`config.mk`:
```
export PLATFORM = sky130hd
export DESIGN_NAME = kla_ctrl
export DESIGN_NICKNAME = d
export VERILOG_FILES = /design/src/rtl/core/kla_pkg.sv /design/src/rtl/core/kla_ctrl.sv
export SDC_FILE = /design/constraint.sdc
export NUM_CORES = 1
export LEC_CHECK = 0
export BUFFER_PORTS_ARGS = -buffer_cell sky130_fd_sc_hd__buf_2
export CAP_MARGIN = 20
export CORE_AREA = 2 2 39 41
export CTS_CLUSTER_SIZE = 40
export DETAILED_ROUTE_END_ITERATION = 8
export DIE_AREA = 0 0 41 43
export SETUP_SLACK_MARGIN = 0.3
export SYNTH_ARGS = -nofsm -noshare
export SYNTH_HDL_FRONTEND = slang
export SYNTH_SLANG_ARGS = --single-unit
```
`constraint.sdc`:
```
create_clock -name clk_i -period 1.16 [get_ports clk_i]
set_input_delay 0.058 -clock clk_i [delete_from_list [all_inputs] [get_ports clk_i]]
set_output_delay 0.058 -clock clk_i [all_outputs]
set_load 0.02 [all_outputs]
```
`src/rtl/core/kla_pkg.sv`:
```
// ----------------------------------------------------------------------------
// kla_pkg: shared types and constants of the keyframe interpolation animator
// Field widths, channel layout, register indexes, controller states and the
// command/status bundles between controller and datapath.
// ----------------------------------------------------------------------------
`default_nettype none

package kla_pkg;

  localparam int unsigned MAX_KEYS_DEF = 16;

  localparam int unsigned VAL_W      = 24;  // signed Q15.8 channel
  localparam int unsigned FRAC_W     = 16;  // unsigned 0.16 fraction
  localparam int unsigned FRAME_W    = 16;
  localparam int unsigned STEP_W     = FRAC_W + 1;
  localparam int unsigned SLOT_W     = 4;
  localparam int unsigned SEG_OUT_W  = 4;
  localparam int unsigned CHANNELS   = 9;
  localparam int unsigned KEY_W      = CHANNELS * VAL_W;
  localparam int unsigned MEM_W      = KEY_W + STEP_W;
  localparam int unsigned KC_W       = 5;
  localparam int unsigned CFG_IDX_W  = 1;
  localparam int unsigned CFG_DATA_W = 5;

  localparam logic CMD_WRITE = 1'b0;
  localparam logic CMD_TICK  = 1'b1;

  typedef enum logic [CFG_IDX_W-1:0] {
    REG_KEY_COUNT  = 1'b0,
    REG_RUN_ENABLE = 1'b1
  } cfg_reg_e;

  typedef enum logic [3:0] {
    ST_IDLE,
    ST_DECODE,
    ST_DIV,
    ST_WRITE,
    ST_RD_BASE,
    ST_RD_NEXT,
    ST_CAP_NEXT,
    ST_MUL,
    ST_OUT
  } state_e;

  // channel order: pos x/y/z, rot x/y/z, scale x/y/z
  typedef struct packed {
    logic                              command;
    logic [SLOT_W-1:0]                 key_slot;
    logic [CHANNELS-1:0][VAL_W-1:0]    key_val;
    logic [FRAME_W-1:0]                key_frames;
  } in_item_t;

  typedef struct packed {
    logic [CHANNELS-1:0][VAL_W-1:0]    val;
    logic [SEG_OUT_W-1:0]              segment;
    logic [FRAC_W-1:0]                 fraction;
  } out_item_t;

  typedef struct packed {
    logic load_item;
    logic div_step;
    logic mem_write;
    logic sel_next_addr;
    logic capture_base;
    logic capture_next;
    logic mul_step;
    logic out_load;
  } cmd_t;

  typedef struct packed {
    logic is_tick;
    logic slot_ok;
    logic div_done;
    logic mul_done;
    logic out_free;
  } sts_t;

endpackage

`default_nettype wire

```
`src/rtl/core/kla_ctrl.sv`:
```
// ----------------------------------------------------------------------------
// kla_ctrl: sequencer of the animator
// Steps a key write through the step divider and a tick through the two key
// reads, the channel multiply loop and the output register.
// ----------------------------------------------------------------------------
`default_nettype none

module kla_ctrl (
  input  logic          clk_i,
  input  logic          rst_ni,
  input  logic          in_valid_i,
  output logic          in_ready_o,
  input  kla_pkg::sts_t sts_i,
  output kla_pkg::cmd_t cmd_o
);

  kla_pkg::state_e state_q, state_d;

  always_ff @(posedge clk_i or negedge rst_ni) begin
    if (!rst_ni) begin
      state_q <= kla_pkg::ST_IDLE;
    end else begin
      state_q <= state_d;
    end
  end

  always_comb begin
    state_d = state_q;
    unique case (state_q)
      kla_pkg::ST_IDLE: begin
        if (in_valid_i) state_d = kla_pkg::ST_DECODE;
      end
      kla_pkg::ST_DECODE: begin
        priority if (sts_i.is_tick) state_d = kla_pkg::ST_RD_BASE;
        else if (sts_i.slot_ok)     state_d = kla_pkg::ST_DIV;
        else                        state_d = kla_pkg::ST_IDLE;
      end
      kla_pkg::ST_DIV: begin
        if (sts_i.div_done) state_d = kla_pkg::ST_WRITE;
      end
      kla_pkg::ST_WRITE:    state_d = kla_pkg::ST_IDLE;
      kla_pkg::ST_RD_BASE:  state_d = kla_pkg::ST_RD_NEXT;
      kla_pkg::ST_RD_NEXT:  state_d = kla_pkg::ST_CAP_NEXT;
      kla_pkg::ST_CAP_NEXT: state_d = kla_pkg::ST_MUL;
      kla_pkg::ST_MUL: begin
        if (sts_i.mul_done) state_d = kla_pkg::ST_OUT;
      end
      kla_pkg::ST_OUT: begin
        if (sts_i.out_free) state_d = kla_pkg::ST_IDLE;
      end
      default: state_d = kla_pkg::ST_IDLE;
    endcase
  end

  always_comb begin
    cmd_o      = '0;
    in_ready_o = 1'b0;
    unique case (state_q)
      kla_pkg::ST_IDLE: begin
        in_ready_o        = 1'b1;
        cmd_o.load_item   = in_valid_i;
      end
      kla_pkg::ST_DECODE:   ;
      kla_pkg::ST_DIV:      cmd_o.div_step = 1'b1;
      kla_pkg::ST_WRITE:    cmd_o.mem_write = 1'b1;
      kla_pkg::ST_RD_BASE:  ;
      kla_pkg::ST_RD_NEXT: begin
        cmd_o.sel_next_addr = 1'b1;
        cmd_o.capture_base  = 1'b1;
      end
      kla_pkg::ST_CAP_NEXT: begin
        cmd_o.sel_next_addr = 1'b1;
        cmd_o.capture_next  = 1'b1;
      end
      kla_pkg::ST_MUL:      cmd_o.mul_step = 1'b1;
      kla_pkg::ST_OUT:      cmd_o.out_load = sts_i.out_free;
      default: ;
    endcase
  end

endmodule

`default_nettype wire

```
---- Yosys cells after proc, flatten, opt, wreduce, memory -nomap -nowiden ----
Index checks and enable logic that the tools add are counted.
Widths: inputs -> output; s select.
cells by class
  multiplexer cells ....................... 16
  equality and inequality tests ........... 12
  reduce and logical (&&, ||, !) cells .... 3
operators by type and width
  cell                number
  $pmux 4 s8          1
  $eq 4x3->1 const B  4
  $mux 4              4
  $mux 1              9
  $eq 4x2->1 const B  2
  $ne 2x2->1 const B  4
  $eq 4x1->1 const B  1
  $eq 4x4->1 const B  1
  $logic_not 4->1     1
  $reduce_and 4->1    1
  $mux 3              1
  $mux 2              1
  $reduce_or 2->1     1
storage, ports and cells
  word-level logic and storage cells ...... 32
  register bits after elaboration ......... 4
  output and inout bits ................... 9

---- Depth between registers and ports, before layout ----
Gate-level depths: netlist (run 1).
  word-level depth ........................ 3
  gate-level depth with buffers ........... 4
  mapped depth without buffers ............ 3

---- Worst setup path after synthesis (run 1) ----
OpenSTA, ideal clock, no wires.
  path kind ............................... flip-flop to output port
  start point ............................. register state_q[1]
  end point ............................... output cmd_o[7] in the netlist's numbering
  cell stages (with the launch flop) ...... 4
  arrival ................................. 1.192 ns
  path slack .............................. -0.090 ns
  path buffers ............................ 1
  cell sequence ........................... dfrtp_1 > buf_6 > nor4_4 > and2_1
RTL lines
  item                    RTL line        source
  from (decl)             kla_ctrl.sv:17  kla_pkg::state_e state_q, state_d;
  from (signal assigned)  kla_ctrl.sv:21  state_q <= kla_pkg::ST_IDLE;
  from (signal assigned)  kla_ctrl.sv:23  state_q <= state_d;
  to (decl)               kla_ctrl.sv:14  output kla_pkg::cmd_t cmd_o

==> results.sh, run 1 <==
export IMPL_syn_area_um2=327.8
export IMPL_path_cells="nor4_4 > and2_4 > buf_6"
export IMPL_fin_crit_sh_pct=113.0
export IMPL_intPower_mw=1.053
export IMPL_period_minus_slack_ns=1.311
export IMPL_dp_hpwl_um=593.8
export IMPL_yosysWarningCount=0
export IMPL_setup_viol=11
export IMPL_finalHoldWorstSlack_ns=0.07165
export IMPL_worst_slack_ns=-0.1508
export IMPL_swShare_pct=44.65
export IMPL_skew_ns=0.0007074
export IMPL_maxCapViolations=0
export IMPL_grt_util_all_layers_pct=11.47
export IMPL_combPwrFrac_pct=71.6
export IMPL_drv_slew=0
export IMPL_layout_drive_gt1_share_pct=71.21
export IMPL_synth_top_area_share_pct=30.53
export IMPL_start_util_pct=23.69
export IMPL_yosys_area_top_type="dfrtp_1"
export IMPL_hold_depth=2
export IMPL_syn_avg_cell_area_um2=8.627
export IMPL_crit_arrival_ns=1.25
export IMPL_portBuffers=16
export IMPL_cts_max_path_buffers=2
export IMPL_drt_iter0_drc=0
export IMPL_ir_drop_uv=951.7
export IMPL_max_stage_delay_ns=0.47
export IMPL_vias=387
export IMPL_grt_pass1_wl_mm=1.331
export IMPL_area_growth_pct=96.57
export IMPL_endpoint_kind="output pin"
export IMPL_n_fill_cell=132
export IMPL_final_cell_mix="buf_2 (12), buf_4 (8), buf_6 (6), nor2_4 (4), dfrtp_2 (4)"
export IMPL_die_h_um=43
export IMPL_grt_pass1_vias=358
export IMPL_yosysUniqueCellTypes=20
export IMPL_cts_buffers=3
export IMPL_rsz0062_at_grt="true"
export IMPL_seq_area_um2=105.1
export IMPL_path_depth=3
export IMPL_ant_nets=0
export IMPL_nets=76
export IMPL_switchingPower_mw=0.8493
export IMPL_critPathMaxFanout=7
export IMPL_synth_fp_nets=46
export IMPL_hp_class="input pin to flop"
export IMPL_wire_per_inst_um=11.66
export IMPL_die_area_um2=1763
export IMPL_cts_tree="done"
export IMPL_hold_viol_final=0
export IMPL_p_per_area_nw_per_um2=2952
export IMPL_pre_cts_slack_ns=0.009491
export IMPL_vias_per_cell=4.720
export IMPL_violations="negative setup slack"
export IMPL_synth_ff_latch_count=4
export IMPL_slew_headroom_pct=86.61
export IMPL_multiInputGateArea_um2=265.3
export IMPL_p_clk_share_pct=8.9
export IMPL_reg2regPathDepth=5
export IMPL_num_rows=14
export IMPL_final_common_cell="buf_2"
export IMPL_status="finished, violations left"
export IMPL_htree_levels=1
export IMPL_worstPathRequired_ns=1.10
export IMPL_seq_power_share_pct=19.4
export IMPL_critPathLaunchType="flop"
export IMPL_root_buffer="clkbuf_4"
export IMPL_clock_sinks=4
export IMPL_insertion_delay_ns=0.23
export IMPL_grt_max_degree=8
export IMPL_fmax_mhz=762.9
export IMPL_seq_area_frac_synth_pct=30.53
export IMPL_antenna_found_initial=0
export IMPL_ios=17
export IMPL_path_clk_slew_ns=0.04
export IMPL_final_util_pct=46.56
export IMPL_worstMarginPinSlew_ns=0.1993
export IMPL_leakage_nw=0.2851
export IMPL_totalWireLength_um=956
export IMPL_reg_largest_list="state_q: 4 flops"
export IMPL_die_w_um=41
export IMPL_core_um2=1384
export IMPL_diodes=0
export IMPL_grt_overflow=0
export IMPL_dr_pass1_iters=1
export IMPL_crit_slowest_cell="dfrtp_2"
export IMPL_drc=0
export IMPL_power_total_mw=1.902
export IMPL_place_gp_congestion=0.7360
export IMPL_syn_inst=38
export IMPL_largest_register_ffs=4
export IMPL_crit_buf_inv=1
export IMPL_cp_top_family="flip-flops"
export IMPL_synth_area_leaders="dfrtp_1 (31%), buf_6 (6.9%), nor2_1 (6.9%), nor4_4 (6.5%), nor2b_1 (5.7%)"
export IMPL_worstSetupPathType="flop to output pin"
export IMPL_top_register="state_q"
-- cells in the mapped netlist --
cell       count
nand2b_1       2
a21oi_1        3
and2_1         1
nand2b_4       1
buf_4          2
buf_6          2
nor3_1         3
o21bai_1       1
nor2_1         6
inv_1          1
nor2b_1        3
o21ai_0        1
nor4_4         1
o32ai_1        1
o2bb2ai_1      1
a2bb2oi_1      1
nand3b_1       1
dfrtp_1        4
and2b_1        1
nand2_1        2
-- layout make-up --
class,instances,share of cell area (%)
Clock buffer,3,3.495
Inverter,1,0.5825
Multi-Input combinational cell,29,41.16
Sequential cell,4,16.31
Tap cell,16,3.107
Timing Repair Buffer,29,35.34
-- kinds of logic (layout without fill, tap and decap cells) --
kind of cell | count (synthesis) | count (layout) | share of synthesized area, %
buffers and inverters | 5 | 33 | 12.59
AND/OR/NAND/NOR | 21 | 21 | 40.46
AO/OA/AOI/OAI | 8 | 8 | 16.41
flip-flops | 4 | 4 | 30.54
-- final timing paths --
check	startpoint	end	slack [ns]
worst min-delay path	sts_i[1]	state_q[3]	0.07
worst max register to register	state_q[2]	state_q[0]	-0.05
worst max-delay path	state_q[0]	cmd_o[7]	-0.15
worst min register to register	state_q[3]	state_q[0]	0.54
min in group asynchronous	rst_ni	state_q[0]	0.16
max in group asynchronous	rst_ni	state_q[3]	0.87
-- what timing repair did --
item	CTS	global route
gates resized for setup	14	4
cloned	0	0
pin swaps	1	2
hold buffers	2	0
setup endpoints to repair	13	13
setup buffers	3	3
hold endpoints to repair	5	0
-- power by group through the flow --
stage	combinational, mW	clock, mW	sequential [mW]
6_report	1.36	0.170	0.369
5_1_grt	1.44	0.190	0.381
4_1_cts	1.13	0.174	0.377
3_5_place_dp	0.952	0	0.376
3_3_place_gp	0.944	0	0.372
2_1_floorplan	0.917	0	0.230
-- routing by layer --
metal | GRT usage, % | share of wire [%]
met4 | 12.67 | 2.1
met3 | 2.094 | 3.2
met1 | 13.27 | 40
met2 | 15.63 | 55
met5 | 0 | 0
-- stage by stage --
| stage | setup TNS (ns) | area, um^2 | instances |
|---|---|---|---|
| 2_1_floorplan | -0.05925 | 390.4 | 38 |
| 3_3_place_gp | 0 | 483.0 | 71 |
| 3_5_place_dp | 0 | 483.0 | 71 |
| 4_1_cts | -0.8793 | 588.1 | 79 |
| 5_1_grt | -1.565 | 644.4 | 82 |
| 6_report | -0.9188 | 644.4 | 82 |
Note: power is estimated with default switching activity, not from simulation.
==> run 2, diff against run 1 <==
==> constraint.sdc (replaced) <==
create_clock -name clk_i -period 1.16 [get_ports clk_i]
set_input_delay 0.058 -clock clk_i [delete_from_list [all_inputs] [get_ports clk_i]]
set_output_delay 0.058 -clock clk_i [all_outputs]
set_load 0.05 [all_outputs]
==> results.sh, run 2 (synthesis results as in run 1) <==
export IMPL_grt_pass1_vias=382
export IMPL_grt_pass1_wl_mm=1.587
export IMPL_final_common_cell="buf_4"
export IMPL_skew_ns=0.004793
export IMPL_combPwrFrac_pct=74.7
export IMPL_dr_pass1_iters=2
export IMPL_n_fill_cell=125
export IMPL_portBuffers=16
export IMPL_ant_nets=0
export IMPL_crit_arrival_ns=1.30
export IMPL_clock_sinks=4
export IMPL_rsz0062_at_grt="true"
export IMPL_insertion_delay_ns=0.23
export IMPL_cts_max_path_buffers=2
export IMPL_grt_util_all_layers_pct=13.39
export IMPL_multiInputGateArea_um2=295.3
export IMPL_status="finished, violations left"
export IMPL_setup_tns_ns=-1.329
export IMPL_finalHoldWorstSlack_ns=0.02057
export IMPL_p_per_area_nw_per_um2=3319
export IMPL_final_cell_mix="buf_4 (11), buf_6 (9), buf_2 (8), nor2_4 (5), dfrtp_2 (4)"
export IMPL_hp_class="input pin to flop"
export IMPL_worstSetupPathType="flop to output pin"
export IMPL_num_rows=14
export IMPL_reg_largest_list="state_q: 4 flops"
export IMPL_hold_depth=2
export IMPL_cts_tree="done"
export IMPL_drt_iter0_drc=1
export IMPL_path_clk_slew_ns=0.04
export IMPL_start_util_pct=23.69
export IMPL_p_clk_share_pct=7.3
export IMPL_swShare_pct=50.12
export IMPL_die_h_um=43
export IMPL_core_um2=1384
export IMPL_largest_register_ffs=4
export IMPL_place_gp_congestion=0.6835
export IMPL_seq_area_um2=105.1
export IMPL_totalWireLength_um=914
export IMPL_ir_drop_uv=1147
export IMPL_antenna_found_initial=0
export IMPL_switchingPower_mw=1.157
export IMPL_seq_power_share_pct=18.0
export IMPL_slew_headroom_pct=83.35
export IMPL_root_buffer="clkbuf_4"
export IMPL_area_growth_pct=112.2
export IMPL_worstPathRequired_ns=1.10
export IMPL_worstMarginPinSlew_ns=0.2497
export IMPL_hold_viol_final=0
export IMPL_ios=17
export IMPL_wire_per_inst_um=11.01
export IMPL_reg2regPathDepth=5
export IMPL_grt_overflow=0
export IMPL_drc=0
export IMPL_fmax_mhz=736.7
export IMPL_endpoint_kind="output pin"
export IMPL_leakage_nw=0.2998
export IMPL_dp_hpwl_um=648.4
export IMPL_setup_viol=12
export IMPL_diodes=0
export IMPL_die_w_um=41
export IMPL_cts_buffers=3
export IMPL_critPathMaxFanout=7
export IMPL_critPathLaunchType="flop"
export IMPL_period_minus_slack_ns=1.357
export IMPL_worst_slack_ns=-0.1974
export IMPL_htree_levels=1
export IMPL_grt_max_degree=9
export IMPL_drv_slew=0
export IMPL_die_area_um2=1763
export IMPL_vias=375
export IMPL_vias_per_cell=4.518
export IMPL_top_register="state_q"
export IMPL_intPower_mw=1.152
export IMPL_fin_crit_sh_pct=117.0
export IMPL_violations="negative setup slack"
export IMPL_nets=77
export IMPL_maxCapViolations=0
export IMPL_layout_drive_gt1_share_pct=79.10
export IMPL_pre_cts_slack_ns=-0.1123
-- run 2: cell count changes in the layout (fill, tap and decap cells not counted), moves of 2 or more --
cell | before | now
nor3_1 | 3 | 1
nor3_4 | 0 | 2
buf_4 | 8 | 11
buf_2 | 12 | 8
buf_6 | 6 | 9
-- run 2: critical path, cell delays in order, from the launching register on --
cell and delay [ns]:
dfrtp_2 0.47, nor4_4 0.28, and2_4 0.18, buf_8 0.13
-- run 2: what timing repair did --
action                                  CTS  global route
endpoints found under the setup margin   13            13
resized for setup                        25             1
hold buffers                              1             0
gates cloned                              0             0
endpoints found under the hold margin     4             0
pin swaps                                 3             0
setup buffers                             2             1
-- run 2: metrics by stage --
| step | utilization, % | cells | power [mW] | cell area, um^2 |
|---|---|---|---|---|
| 5_1_grt | 50.27 | 83 | 2.451 | 695.7 |
| 3_5_place_dp | 40.14 | 76 | 1.810 | 555.5 |
| 3_3_place_gp | 40.14 | 76 | 1.806 | 555.5 |
| 2_1_floorplan | - | 38 | 1.521 | 425.4 |
| 4_1_cts | 49.64 | 82 | 2.295 | 686.9 |
| 6_report | 50.27 | 83 | 2.309 | 695.7 |
-- run 2: path summary, 6_finish.rpt --
| check | startpoint | end | slack [ns] |
|---|---|---|---|
| max in group asynchronous | rst_ni | state_q[3] | 0.87 |
| worst min-delay path | sts_i[0] | state_q[3] | 0.02 |
| worst max register to register | state_q[2] | state_q[0] | -0.05 |
| worst min register to register | state_q[3] | state_q[0] | 0.62 |
| min in group asynchronous | rst_ni | state_q[0] | 0.15 |
| worst max-delay path | state_q[0] | cmd_o[7] | -0.20 |
-- run 2: area by class of cell --
type,count,area share (%)
Multi-Input combinational cell,29,42.45
Timing Repair Buffer,30,35.79
Sequential cell,4,15.11
Clock buffer,3,3.237
Tap cell,16,2.878
Inverter,1,0.5396
-- run 2: power by group through the flow --
stage	Combinational, mW	Clock (mW)	Sequential [mW]
floorplan	1.29	0	0.230
global placement	1.40	0	0.407
detailed placement	1.40	0	0.414
CTS	1.70	0.175	0.424
global route	1.83	0.185	0.436
finish	1.73	0.168	0.415
-- run 2: metal layers --
| metal | wire [um] | track usage (%) | share of wire [%] |
|---|---|---|---|
| met4 | 0 | 8.000 | 0 |
| met3 | 31 | 1.571 | 3.4 |
| met2 | 509 | 20.94 | 56 |
| met1 | 373 | 16.56 | 41 |
| met5 | 0 | 0 | 0 |
==> run 3, diff against run 2 <==
- RECOVER_POWER: unset -> 100
==> results.sh, run 3 (synthesis results as in run 1) <==
export IMPL_drc=0
export IMPL_largest_register_ffs=4
export IMPL_final_common_cell="buf_4"
export IMPL_path_clk_slew_ns=0.04
export IMPL_p_per_area_nw_per_um2=3325
export IMPL_insertion_delay_ns=0.23
export IMPL_leakage_nw=0.2971
export IMPL_diodes=0
export IMPL_startpoint="state_q[0]"
export IMPL_r2r_end="state_q[0]"
export IMPL_intPower_mw=1.151
export IMPL_grt_overflow=0
export IMPL_rsz0062_at_grt="true"
export IMPL_maxCapViolations=0
export IMPL_reg2regPathDepth=5
export IMPL_totalWireLength_um=914
export IMPL_nets=77
export IMPL_period_minus_slack_ns=1.357
export IMPL_cts_buffers=3
export IMPL_grt_max_degree=9
export IMPL_skew_ns=0.004793
export IMPL_htree_levels=1
export IMPL_die_area_um2=1763
export IMPL_place_area_um2=555.5
export IMPL_rr_startpoint="state_q[2]"
export IMPL_die_w_um=41
export IMPL_antenna_found_initial=0
export IMPL_start_util_pct=23.69
export IMPL_worstMarginPinSlew_ns=0.2498
export IMPL_fin_cells=83
export IMPL_worst_slack_ns=-0.1974
export IMPL_endpoint_kind="output pin"
export IMPL_finalHoldWorstSlack_ns=0.02057
export IMPL_dp_hpwl_um=648.4
export IMPL_hp_class="input pin to flop"
export IMPL_core_um2=1384
export IMPL_layout_drive_gt1_share_pct=77.61
export IMPL_root_buffer="clkbuf_4"
export IMPL_p_clk_share_pct=7.3
export IMPL_fin_crit_sh_pct=117.0
export IMPL_clock_sinks=4
export IMPL_hold_viol_final=0
export IMPL_ir_drop_uv=1147
export IMPL_cts_max_path_buffers=2
export IMPL_setup_viol=12
export IMPL_num_rows=14
export IMPL_status="finished, violations left"
export IMPL_dp_cells=76
export IMPL_worstPathRequired_ns=1.10
export IMPL_swShare_pct=50.13
export IMPL_top_register="state_q"
export IMPL_wire_per_inst_um=11.01
export IMPL_power_total_mw=2.309
export IMPL_fmax_mhz=736.7
export IMPL_slew_headroom_pct=83.35
export IMPL_switchingPower_mw=1.157
export IMPL_area_growth_pct=111.8
export IMPL_reg_largest_list="state_q: 4 flops"
export IMPL_ant_nets=0
export IMPL_vias_per_cell=4.494
export IMPL_combPwrFrac_pct=74.7
export IMPL_seq_power_share_pct=18.0
export IMPL_critPathMaxFanout=7
export IMPL_crit_end="cmd_o[7]"
export IMPL_portBuffers=16
export IMPL_violations="negative setup slack"
export IMPL_critPathLaunchType="flop"
export IMPL_vias=373
export IMPL_rrSetupSlack_ns=-0.05
export IMPL_grt_pass1_vias=382
export IMPL_grt_pass1_wl_mm=1.587
export IMPL_drv_slew=0
export IMPL_drt_iter0_drc=1
export IMPL_worstSetupPathType="flop to output pin"
export IMPL_crit_arrival_ns=1.30
export IMPL_cts_tree="done"
export IMPL_pre_cts_slack_ns=-0.1123
export IMPL_grt_util_all_layers_pct=13.39
export IMPL_die_h_um=43
export IMPL_final_cell_mix="buf_4 (11), buf_6 (9), buf_2 (7), nor2_4 (5), dfrtp_2 (4)"
export IMPL_dr_pass1_iters=2
export IMPL_stdcell_area_um2=694.4
export IMPL_ios=17
export IMPL_place_gp_congestion=0.6835
[run 3: per-layer routing]
metal,wire length (um),up-vias,GRT usage (%)
met5,0,-,0
met4,0,0,8.000
met3,31,0,1.571
met2,507,8,20.94
met1,375,175,16.56
li1,-,190,-
[run 3: worst min path at each step]
stage                         from         end  slack (ns)  cells past startpoint
after floorplan             rst_ni  state_q[0]       -0.24                      0
after global placement      rst_ni  state_q[0]       -0.13                      1
after detailed placement    rst_ni  state_q[0]       -0.14                      1
after CTS                 sts_i[0]  state_q[3]        0.02                      2
after global routing      sts_i[0]  state_q[3]        0.02                      2
final                     sts_i[0]  state_q[3]        0.02                      2
[run 3: worst max-delay path, stage by stage, from the launching register on]
cell     delay (ns)
dfrtp_2        0.47
nor4_4         0.28
and2_4         0.18
buf_8          0.13
[run 3: area by class of cell]
class | count | area, um^2
multi-input combinational | 29 | 295.3
tap | 16 | 20.02
clock buffer | 3 | 22.52
fill | 125 | 689.4
timing repair buffer | 30 | 247.7
inverter | 1 | 3.754
sequential | 4 | 105.1
[run 3: repair_timing]
action / 4_1_cts / 5_1_grt
buffers inserted: 2 / 1
endpoints found under the setup margin: 13 / 13
gates resized for setup: 25 / 1
hold buffers: 1 / 0
cloned: 0 / 0
pin swaps: 3 / 0
hold endpoints to repair: 4 / 0
[run 3: power by group through the flow]
| stage | registers, mW | clock network [mW] | logic (mW) |
|---|---|---|---|
| final | 0.415 | 0.168 | 1.73 |
| after global placement | 0.407 | 0 | 1.40 |
| after floorplan | 0.230 | 0 | 1.29 |
| after detailed placement | 0.414 | 0 | 1.40 |
| after global routing | 0.436 | 0.185 | 1.83 |
| after CTS | 0.424 | 0.175 | 1.70 |
[run 3: metrics by stage]
| stage | utilization (%) | TNS (ns) |
|---|---|---|
| 3_5_place_dp | 40.14 | -0.7572 |
| 4_1_cts | 49.64 | -1.457 |
| 2_1_floorplan | - | -0.7818 |
| 5_1_grt | 50.18 | -2.021 |
| 3_3_place_gp | 40.14 | -0.5792 |
| 6_report | 50.18 | -1.329 |
